==> src/hw/rtl/weighted_category_sampler_macros.svh <==
// Assertion macros for the sampler RTL.
`ifndef WEIGHTED_CATEGORY_SAMPLER_MACROS_SVH
`define WEIGHTED_CATEGORY_SAMPLER_MACROS_SVH

// Condition that must hold at every rising clock edge outside reset.
`define WCS_ASSERT_ALWAYS(label, cond) \
    label: assert property (@(posedge i_clk) disable iff (!i_rst_n) (cond)) \
        else $error("sampler check failed");

// Implication checked in the same cycle outside reset.
`define WCS_ASSERT_IMPLY(label, ante, cons) \
    label: assert property (@(posedge i_clk) disable iff (!i_rst_n) (ante) |-> (cons)) \
        else $error("sampler check failed");

`endif

==> src/hw/rtl/wcs_pkg.sv <==
// Types and constants of the weighted category sampler.
package wcs_pkg;

    localparam int MAX_CATEGORIES = 64;
    localparam int WEIGHT_BITS    = 16;
    localparam int UNIFORM_BITS   = 16;
    localparam int CNT_W          = $clog2(MAX_CATEGORIES);
    localparam int ACC_W          = WEIGHT_BITS + CNT_W;
    localparam int CAT_W          = 7;
    localparam int IDX_W          = 6;
    localparam int CFG_IDX_W      = 8;
    localparam int CFG_DATA_W     = 8;

    localparam logic [CFG_IDX_W-1:0] REG_WITH_REPL = CFG_IDX_W'(0);
    localparam logic [CFG_IDX_W-1:0] REG_CAT_COUNT = CFG_IDX_W'(1);

    localparam logic FUNC_LOAD = 1'b0;
    localparam logic FUNC_DRAW = 1'b1;

    typedef struct packed {
        logic        func;
        logic [5:0]  weight_index;
        logic [15:0] weight_value;
        logic [15:0] uniform_fraction;
    } t_in_item;

    typedef struct packed {
        logic [6:0] category;
        logic       pool_empty;
    } t_out_item;

    typedef struct packed {
        logic                   shift;
        logic                   load;
        logic [IDX_W-1:0]       load_idx;
        logic [WEIGHT_BITS-1:0] load_data;
        logic [WEIGHT_BITS-1:0] tail_data;
    } t_ring_ctrl;

endpackage

==> src/hw/rtl/wcs_cell.sv <==
// One weight cell of the rotating ring.
module wcs_cell (
    input  logic                           i_clk,
    input  logic                           i_rst_n,
    input  logic                           i_shift,
    input  logic [wcs_pkg::WEIGHT_BITS-1:0] i_shift_data,
    input  logic                           i_load,
    input  logic [wcs_pkg::WEIGHT_BITS-1:0] i_load_data,
    output logic [wcs_pkg::WEIGHT_BITS-1:0] o_weight
);
    import wcs_pkg::*;

    logic [WEIGHT_BITS-1:0] r_weight;

    always_ff @(posedge i_clk) begin
        if (!i_rst_n) begin
            r_weight <= '0;
        end else if (i_shift) begin
            r_weight <= i_shift_data;
        end else if (i_load) begin
            r_weight <= i_load_data;
        end
    end

    assign o_weight = r_weight;
endmodule

==> src/hw/rtl/wcs_ring.sv <==
// Ring of weight cells that rotates toward the head once per cycle during a pass.
module wcs_ring (
    input  logic                            i_clk,
    input  logic                            i_rst_n,
    input  wcs_pkg::t_ring_ctrl             i_ctrl,
    output logic [wcs_pkg::WEIGHT_BITS-1:0] o_head
);
    import wcs_pkg::*;

    logic [WEIGHT_BITS-1:0] w_weight [MAX_CATEGORIES];

    for (genvar i = 0; i < MAX_CATEGORIES; i++) begin : g_cell
        logic [WEIGHT_BITS-1:0] w_next;
        logic                   w_load;

        // The tail cell takes the value that leaves the head, possibly cleared.
        if (i == MAX_CATEGORIES - 1) begin : g_tail
            assign w_next = i_ctrl.tail_data;
        end else begin : g_body
            assign w_next = w_weight[i+1];
        end

        assign w_load = i_ctrl.load && (i_ctrl.load_idx == IDX_W'(i));

        wcs_cell u_cell (
            .i_clk        (i_clk),
            .i_rst_n      (i_rst_n),
            .i_shift      (i_ctrl.shift),
            .i_shift_data (w_next),
            .i_load       (w_load),
            .i_load_data  (i_ctrl.load_data),
            .o_weight     (w_weight[i])
        );
    end

    assign o_head = w_weight[0];
endmodule

==> src/hw/rtl/weighted_category_sampler.sv <==
// Draw steps: when a load or a category_count write left the total stale, a ring pass
// rebuilds it first; then come a multiply step, a scan pass over the ring of 64 weight
// cells, which rotates one slot per cycle during a pass, and a result step. On an empty
// pool the scan pass is skipped. Loads write their cell when accepted. One item is in work
// at a time; a stalled result keeps the input stalled.
// Reset (synchronous, active low) clears weights and total, keep-drawn flag 1, count 64.
`include "weighted_category_sampler_macros.svh"

module weighted_category_sampler (
    input  logic                              i_clk,
    input  logic                              i_rst_n,
    input  logic                              i_in_valid,
    output logic                              o_in_stall,
    input  wcs_pkg::t_in_item                 i_in_item,
    output logic                              o_out_valid,
    input  logic                              i_out_stall,
    output wcs_pkg::t_out_item                o_out_item,
    input  logic                              i_cfg_valid,
    output logic                              o_cfg_ready,
    input  logic [wcs_pkg::CFG_IDX_W-1:0]     i_cfg_index,
    input  logic [wcs_pkg::CFG_DATA_W-1:0]    i_cfg_data
);
    import wcs_pkg::*;

    typedef enum logic [4:0] {
        S_IDLE  = 5'b00001,
        S_TOTAL = 5'b00010,
        S_MUL   = 5'b00100,
        S_SCAN  = 5'b01000,
        S_DONE  = 5'b10000
    } t_state;

    t_state                  r_state;
    logic                    r_with_repl;
    logic [CAT_W-1:0]        r_cat_count;
    logic                    r_stale;
    logic [ACC_W-1:0]        r_total;
    logic [CNT_W-1:0]        r_k;
    logic [ACC_W-1:0]        r_acc;
    logic [ACC_W-1:0]        r_q;
    logic [UNIFORM_BITS-1:0] r_u;
    logic                    r_found;
    logic [CAT_W-1:0]        r_cat;
    logic [WEIGHT_BITS-1:0]  r_found_w;
    logic                    r_empty;
    logic                    r_out_valid;
    t_out_item               r_out_item;

    logic                            w_in_acc;
    logic                            w_cfg_acc;
    logic                            w_count_wr;
    logic [CNT_W:0]                  w_n_eff;
    logic                            w_in_use;
    logic [WEIGHT_BITS-1:0]          w_head;
    logic [ACC_W-1:0]                w_acc_next;
    logic                            w_hit;
    logic                            w_last;
    logic [UNIFORM_BITS+ACC_W-1:0]   w_product;
    logic                            w_out_free;
    t_ring_ctrl                      w_ring;

    assign o_in_stall  = (r_state != S_IDLE);
    // Register writes are taken only while no draw is in work.
    assign o_cfg_ready = (r_state == S_IDLE);
    assign w_in_acc    = i_in_valid && !o_in_stall;
    assign w_cfg_acc   = i_cfg_valid && o_cfg_ready;
    assign w_count_wr  = w_cfg_acc && (i_cfg_index == REG_CAT_COUNT);

    // A count above the number of cells acts as the number of cells.
    assign w_n_eff = (r_cat_count > CAT_W'(MAX_CATEGORIES))
                   ? (CNT_W+1)'(MAX_CATEGORIES) : (CNT_W+1)'(r_cat_count);
    assign w_in_use   = {1'b0, r_k} < w_n_eff;
    assign w_acc_next = r_acc + (w_in_use ? ACC_W'(w_head) : ACC_W'(0));
    assign w_last     = (r_k == CNT_W'(MAX_CATEGORIES - 1));
    // First slot whose running sum passes the scaled target is the drawn one.
    assign w_hit      = (r_state == S_SCAN) && w_in_use && !r_found && (w_acc_next > r_q);
    assign w_product  = (UNIFORM_BITS+ACC_W)'(r_u) * (UNIFORM_BITS+ACC_W)'(r_total);
    assign w_out_free = !r_out_valid || !i_out_stall;

    always_comb begin
        w_ring.shift     = (r_state == S_TOTAL) || (r_state == S_SCAN);
        w_ring.load      = w_in_acc && (i_in_item.func == FUNC_LOAD);
        w_ring.load_idx  = i_in_item.weight_index;
        w_ring.load_data = i_in_item.weight_value[WEIGHT_BITS-1:0];
        w_ring.tail_data = (w_hit && !r_with_repl) ? '0 : w_head;
    end

    wcs_ring u_ring (
        .i_clk   (i_clk),
        .i_rst_n (i_rst_n),
        .i_ctrl  (w_ring),
        .o_head  (w_head)
    );

    always_ff @(posedge i_clk) begin
        if (!i_rst_n) begin
            r_state     <= S_IDLE;
            r_with_repl <= 1'b1;
            r_cat_count <= CAT_W'(MAX_CATEGORIES);
            r_stale     <= 1'b0;
            r_total     <= '0;
            r_out_valid <= 1'b0;
        end else begin
            if ((r_state == S_DONE) && w_out_free) begin
                r_out_valid <= 1'b1;
            end else if (r_out_valid && !i_out_stall) begin
                r_out_valid <= 1'b0;
            end
            if (w_cfg_acc && (i_cfg_index == REG_WITH_REPL)) begin
                r_with_repl <= i_cfg_data[0];
            end
            if (w_count_wr) begin
                r_cat_count <= i_cfg_data[CAT_W-1:0];
            end
            if (w_count_wr || w_ring.load) begin
                r_stale <= 1'b1;
            end else if ((r_state == S_TOTAL) && w_last) begin
                r_stale <= 1'b0;
            end
            case (r_state)
                S_IDLE: begin
                    if (w_in_acc && (i_in_item.func == FUNC_DRAW)) begin
                        r_state <= (r_stale || w_count_wr) ? S_TOTAL : S_MUL;
                    end
                end
                S_TOTAL: begin
                    if (w_last) begin
                        r_total <= w_acc_next;
                        r_state <= S_MUL;
                    end
                end
                S_MUL: begin
                    r_state <= (r_total == '0) ? S_DONE : S_SCAN;
                end
                S_SCAN: begin
                    if (w_last) begin
                        r_state <= S_DONE;
                    end
                end
                S_DONE: begin
                    if (w_out_free) begin
                        if (!r_empty && !r_with_repl) begin
                            r_total <= r_total - ACC_W'(r_found_w);
                        end
                        r_state <= S_IDLE;
                    end
                end
                default: begin
                    r_state <= S_IDLE;
                end
            endcase
        end
    end

    // Datapath registers without reset.
    always_ff @(posedge i_clk) begin
        if (w_in_acc) begin
            r_u   <= i_in_item.uniform_fraction[UNIFORM_BITS-1:0];
            r_k   <= '0;
            r_acc <= '0;
        end
        if ((r_state == S_TOTAL) || (r_state == S_SCAN)) begin
            r_k   <= r_k + CNT_W'(1);
            r_acc <= w_acc_next;
        end
        if (r_state == S_MUL) begin
            r_q     <= w_product[UNIFORM_BITS+ACC_W-1:UNIFORM_BITS];
            r_k     <= '0;
            r_acc   <= '0;
            r_found <= 1'b0;
            r_empty <= (r_total == '0);
        end
        if (w_hit) begin
            r_found   <= 1'b1;
            r_cat     <= CAT_W'(r_k) + CAT_W'(1);
            r_found_w <= w_head;
        end
        if ((r_state == S_DONE) && w_out_free) begin
            r_out_item.category   <= r_empty ? '0 : r_cat;
            r_out_item.pool_empty <= r_empty;
        end
    end

    assign o_out_valid = r_out_valid;
    assign o_out_item  = r_out_item;

    `WCS_ASSERT_IMPLY(a_empty_has_no_category, o_out_valid && o_out_item.pool_empty, o_out_item.category == '0)
    `WCS_ASSERT_IMPLY(a_draw_always_hits, (r_state == S_DONE) && !r_empty, r_found)
    `WCS_ASSERT_IMPLY(a_scan_within_total, r_state == S_SCAN, r_acc <= r_total)
endmodule

==> config.mk <==
export PLATFORM = sky130hd
export DESIGN_NAME = weighted_category_sampler
export DESIGN_NICKNAME = d
export VERILOG_FILES = /design/src/hw/rtl/wcs_pkg.sv /design/src/hw/rtl/wcs_cell.sv /design/src/hw/rtl/wcs_ring.sv /design/src/hw/rtl/weighted_category_sampler.sv
export VERILOG_INCLUDE_DIRS = /design/src /design/src/hw/rtl
export SDC_FILE = /design/constraint.sdc
export NUM_CORES = 2
export LEC_CHECK = 0
export BUFFER_PORTS_ARGS = -buffer_cell sky130_fd_sc_hd__buf_2
export CAP_MARGIN = 20
export CORE_MARGIN = 5
export CORE_UTILIZATION = 58
export DETAILED_ROUTE_END_ITERATION = 8
export GPL_ROUTABILITY_DRIVEN = 0
export GPL_TIMING_DRIVEN = 0
export PLACE_DENSITY = 0.85
export SYNTH_ARGS = -nofsm -noshare
export SYNTH_HDL_FRONTEND = slang
export SYNTH_SLANG_ARGS = --single-unit
==> constraint.sdc <==
create_clock -name i_clk -period 6.5 [get_ports i_clk]
set_clock_uncertainty 0.1 [all_clocks]
set_input_delay 1.95 -clock i_clk [delete_from_list [all_inputs] [get_ports i_clk]]
set_output_delay 1.95 -clock i_clk [all_outputs]
set_load 0.02 [all_outputs]
==> qor.yml <==
yosys:
  synth_area_leaders: "dfxtp_1 (38%), a211oi_1 (13%), fa_1 (9.6%)"
  synth_top_area_share_pct: 37.6
  async_reset_ff_share_pct: 0
  synth_top_area_cell: "dfxtp_1"
  synthesis.nets: 7250
  synthCells: 6744
  ys.flop_type: "dfxtp_1"
  synth_warnings: 0
  syn_area_per_cell_um2: 8.62
  ys_seq_area_share_pct: 41.2
  synthesis.area_um2: 58100
  ys_types: 75
  ys_ff_latch: 1160
  synth_edf_count: 70
routing:
  route.detailed.wl_per_inst_um: 21.5
  initialDrtViolationCount: 6958
  drc: 0
  wl_met2_mm: 79.7
  viasPerCell: 6.39
  drt_wl_total_mm: 181
  wl_met3_mm: 20.8
  m1WireLength_mm: 70.2
  ant_nets: 0
  firstDrtPassIters: 9
  highest_layer: "met5"
  via_count: 53900
worst_setup_path:
  cp_cell_sequence: "clkbuf_2 -> nand2_1 -> fa_1 -> fa_1 -> fa_1 -> fa_1 -> fa_1 -> inv_1 -> fa_2 -> ha_4 -> a21oi_2 -> o21a_1 -> or3b_4 -> o21a_1 -> a221o_1 -> a311o_1 -> a21oi_2 -> xnor2_1"
  regToRegSetupSlack_ps: -560
  reg2reg_depth: 18
  crit_buf_inv: 2
  cp-endpoint: "r_q[20]"
  rr_startpoint: "r_u[15]"
  crit_path_frequent_cell: "fa_1"
  worst_path_max_delay_cell: "fa_1"
  cp.arrival_ps: 7400
  required_ps: 6840
  crit_type: "register to register"
  path_depth: 18
  endpoint_kind: "register"
  max_stage_delay_ps: 750
  startpoint_type: "register"
  crit_family: "adder cells"
  rr_endpoint: "r_q[20]"
  worstPathMaxFanout: 10
  critPathLaunch: "r_u[15]"
floorplan:
  die_width_um: 327
  die_h_um: 327
  coreArea_um2: 99700
  rows: 116
  initial_core_util_pct: 58.3
  dieArea_um2: 107000
  pin_count: 71
place:
  hpwl_mm: 124
  io_buffers: 68
  place_area_um2: 60200
  dp_slack_ps: -1110
global_route:
  grt_max_degree: 33
  grt_pass1_wl_mm: 273
  antenna_found_initial: 10
  grt_pass1_vias: 51200
  grt-ovfl-total: 0
  track_usage_pct: 31.2
clock_tree:
  cts-htree-levels: 3
  cts_tree: "built"
  ctsHoldBuffers: 0
  numCtsBuffers: 112
  cts.sink_count: 1160
  clk_root_buffer_cell: "clkbuf_16"
  clk_latency_ps: 730
  clk_pin_slew_worst_paths_ps: 70
  ctsLongestPathBuffers: 3
final_layout:
  areaGrowthSynthToFinish_pct: 13.0
  fill_cells: 7417
  layout-drive-gt1-share_pct: 8.25
  final_cell_area_um2: 65600
  nNetsFinal: 7524
job:
  max_cap_violations: 0
hold_path:
  hp-class: "register to register"
sta:
  period_share_pct: 109
  slew_viol_final: 0
  setup_viol: 12
  post-route-min-period_ps: 7060
  worst_pin_slew_ps: 1310
  hold_viol: 0
  fin_ws_ps: -563
  rsz0062_at_grt: "true"
  relSlewSlack_pct: 12.6
  clock.fmax_mhz: 142
run_status:
  status: "finished, violations left"
  violations: "setup timing"
power_and_ir_drop:
  p_leak_nw: 23.4
  max-vdd-ir-drop_mv: 0.285
  cellPowerDensity_nw_per_um2: 237
  power_w: 0.0155
cells in the mapped netlist (11+ instances only):
cell type / number
a211oi_1: 1017
a21o_1: 20
a21oi_1: 1095
and2_1: 140
and3_1: 11
buf_1: 11
buf_2: 56
clkbuf_1: 563
dfxtp_1: 1090
edfxtp_1: 70
fa_1: 279
ha_1: 167
inv_1: 335
mux2i_1: 24
nand2_1: 346
nand2b_1: 21
nand3_1: 37
nand4_1: 14
nor2_1: 1085
nor2b_1: 25
nor3_1: 20
o21a_1: 16
o21ai_0: 55
o21ai_1: 48
o21ai_2: 16
o2bb2ai_1: 16
xnor2_1: 35
xor2_1: 21
logic make-up (layout without fill, tap and decap cells):
| kind of cell | after synthesis | after routing | synth area share [%] |
|---|---|---|---|
| xor gates and xnor gates | 56 | 56 | 0.844 |
| DFF | 1160 | 1160 | 41.2 |
| other | 0 | 15 | 0 |
| and+or+nand+nor | 1736 | 1736 | 12.5 |
| buffers and inverters | 972 | 1344 | 6.44 |
| adders and majority gates | 446 | 446 | 13.2 |
| AOI/OAI and AO/OA | 2350 | 2350 | 25.4 |
| muxes | 24 | 24 | 0.413 |
final cells by class:
| class | count | area, um2 | share of cell area, % |
|---|---|---|---|
| clock inverter | 45 | 487 | 0.742 |
| buffer | 632 | 2960 | 4.52 |
| clock buffer | 167 | 3370 | 5.14 |
| multi-input combinational | 4612 | 30700 | 46.8 |
| tap | 1298 | 1620 | 2.47 |
| antenna | 15 | 37.5 | 0.0572 |
| sequential | 1160 | 24000 | 36.5 |
| timing repair buffer | 164 | 1240 | 1.89 |
| inverter | 336 | 1260 | 1.92 |
through the flow:
step,hold WS (ps),TNS (ps),std cells,utilization (%)
global placement,338,-37240,8110,60.2
detailed placement,368,-23380,8117,60.4
finish,390,-3140,8429,65.8
floorplan,327,0,6744,-
CTS,384,-97.4,8348,64.9
global route,399,-5370,8415,65.8
per-layer routing:
| layer | global-route usage, % | vias up |
|---|---|---|
| met5 | 0 | - |
| met4 | 15.0 | 6 |
| met3 | 8.15 | 913 |
| met2 | 48.4 | 3350 |
| met1 | 40.9 | 25500 |
| li1 | - | 24100 |
worst min path at each step:
stage	startpoint	end	slack, ps	depth (start not counted)
6_report	r_acc[5]	r_acc[5]	390	2
5_1_grt	r_acc[9]	r_acc[9]	400	2
4_1_cts	r_acc[0]	r_acc[0]	380	2
3_5_place_dp	r_acc[10]	r_acc[10]	370	2
3_3_place_gp	r_found	r_found	340	2
2_1_floorplan	r_found	r_found	330	2
flip-flops by register name (all words and copies together), names as in the netlist, 5 cells and up:
register,flops
r_cat_count,7
r_acc,22
r_q,22
r_u,16
u_ring.g_cell.u_cell.o_weight,1024
r_state,5
o_out_item,8
r_found_w,16
r_k,6
r_total,22
r_cat,7
power breakdown:
group          total, W  internal [W]  switching (W)  leakage (nW)
sequential      0.00740       0.00730      0.0000953          9.48
clock           0.00678       0.00381        0.00296          1.92
combinational   0.00135      0.000408       0.000943          12.0
worst reg2reg max path, delay by kind of cell (launching register included):
kind / cells / cell delay, ps
flops: 1 / 480
buf+inv: 2 / 480
fa+ha+maj: 7 / 3550
xor+xnor: 1 / 80
compound gates: 6 / 1510
simple gates: 2 / 620
placed cells by master (no fill, tap or decap), types with 24 or more instances in the layout:
master     count
clkbuf_1     516
nor2b_1       25
dfxtp_1     1074
ha_1         158
and2_1       137
o21ai_0       50
xnor2_1       33
clkbuf_16    119
inv_1        329
buf_8         29
a211oi_1    1017
a21oi_1     1084
edfxtp_1      70
buf_2        124
nand2_1      342
clkbuf_8      39
nand3_1       36
fa_1         271
clkinv_2      29
mux2i_1       24
nor2_1      1082
o21ai_1       51
buf_4         91
repair_timing:
item,CTS,global route
endpoints found under the setup margin,54,51
gates resized for setup,164,162
pin swaps,4,43
cloned,2,5
buffers inserted,20,60
Power figures use the tool's default switching activity.
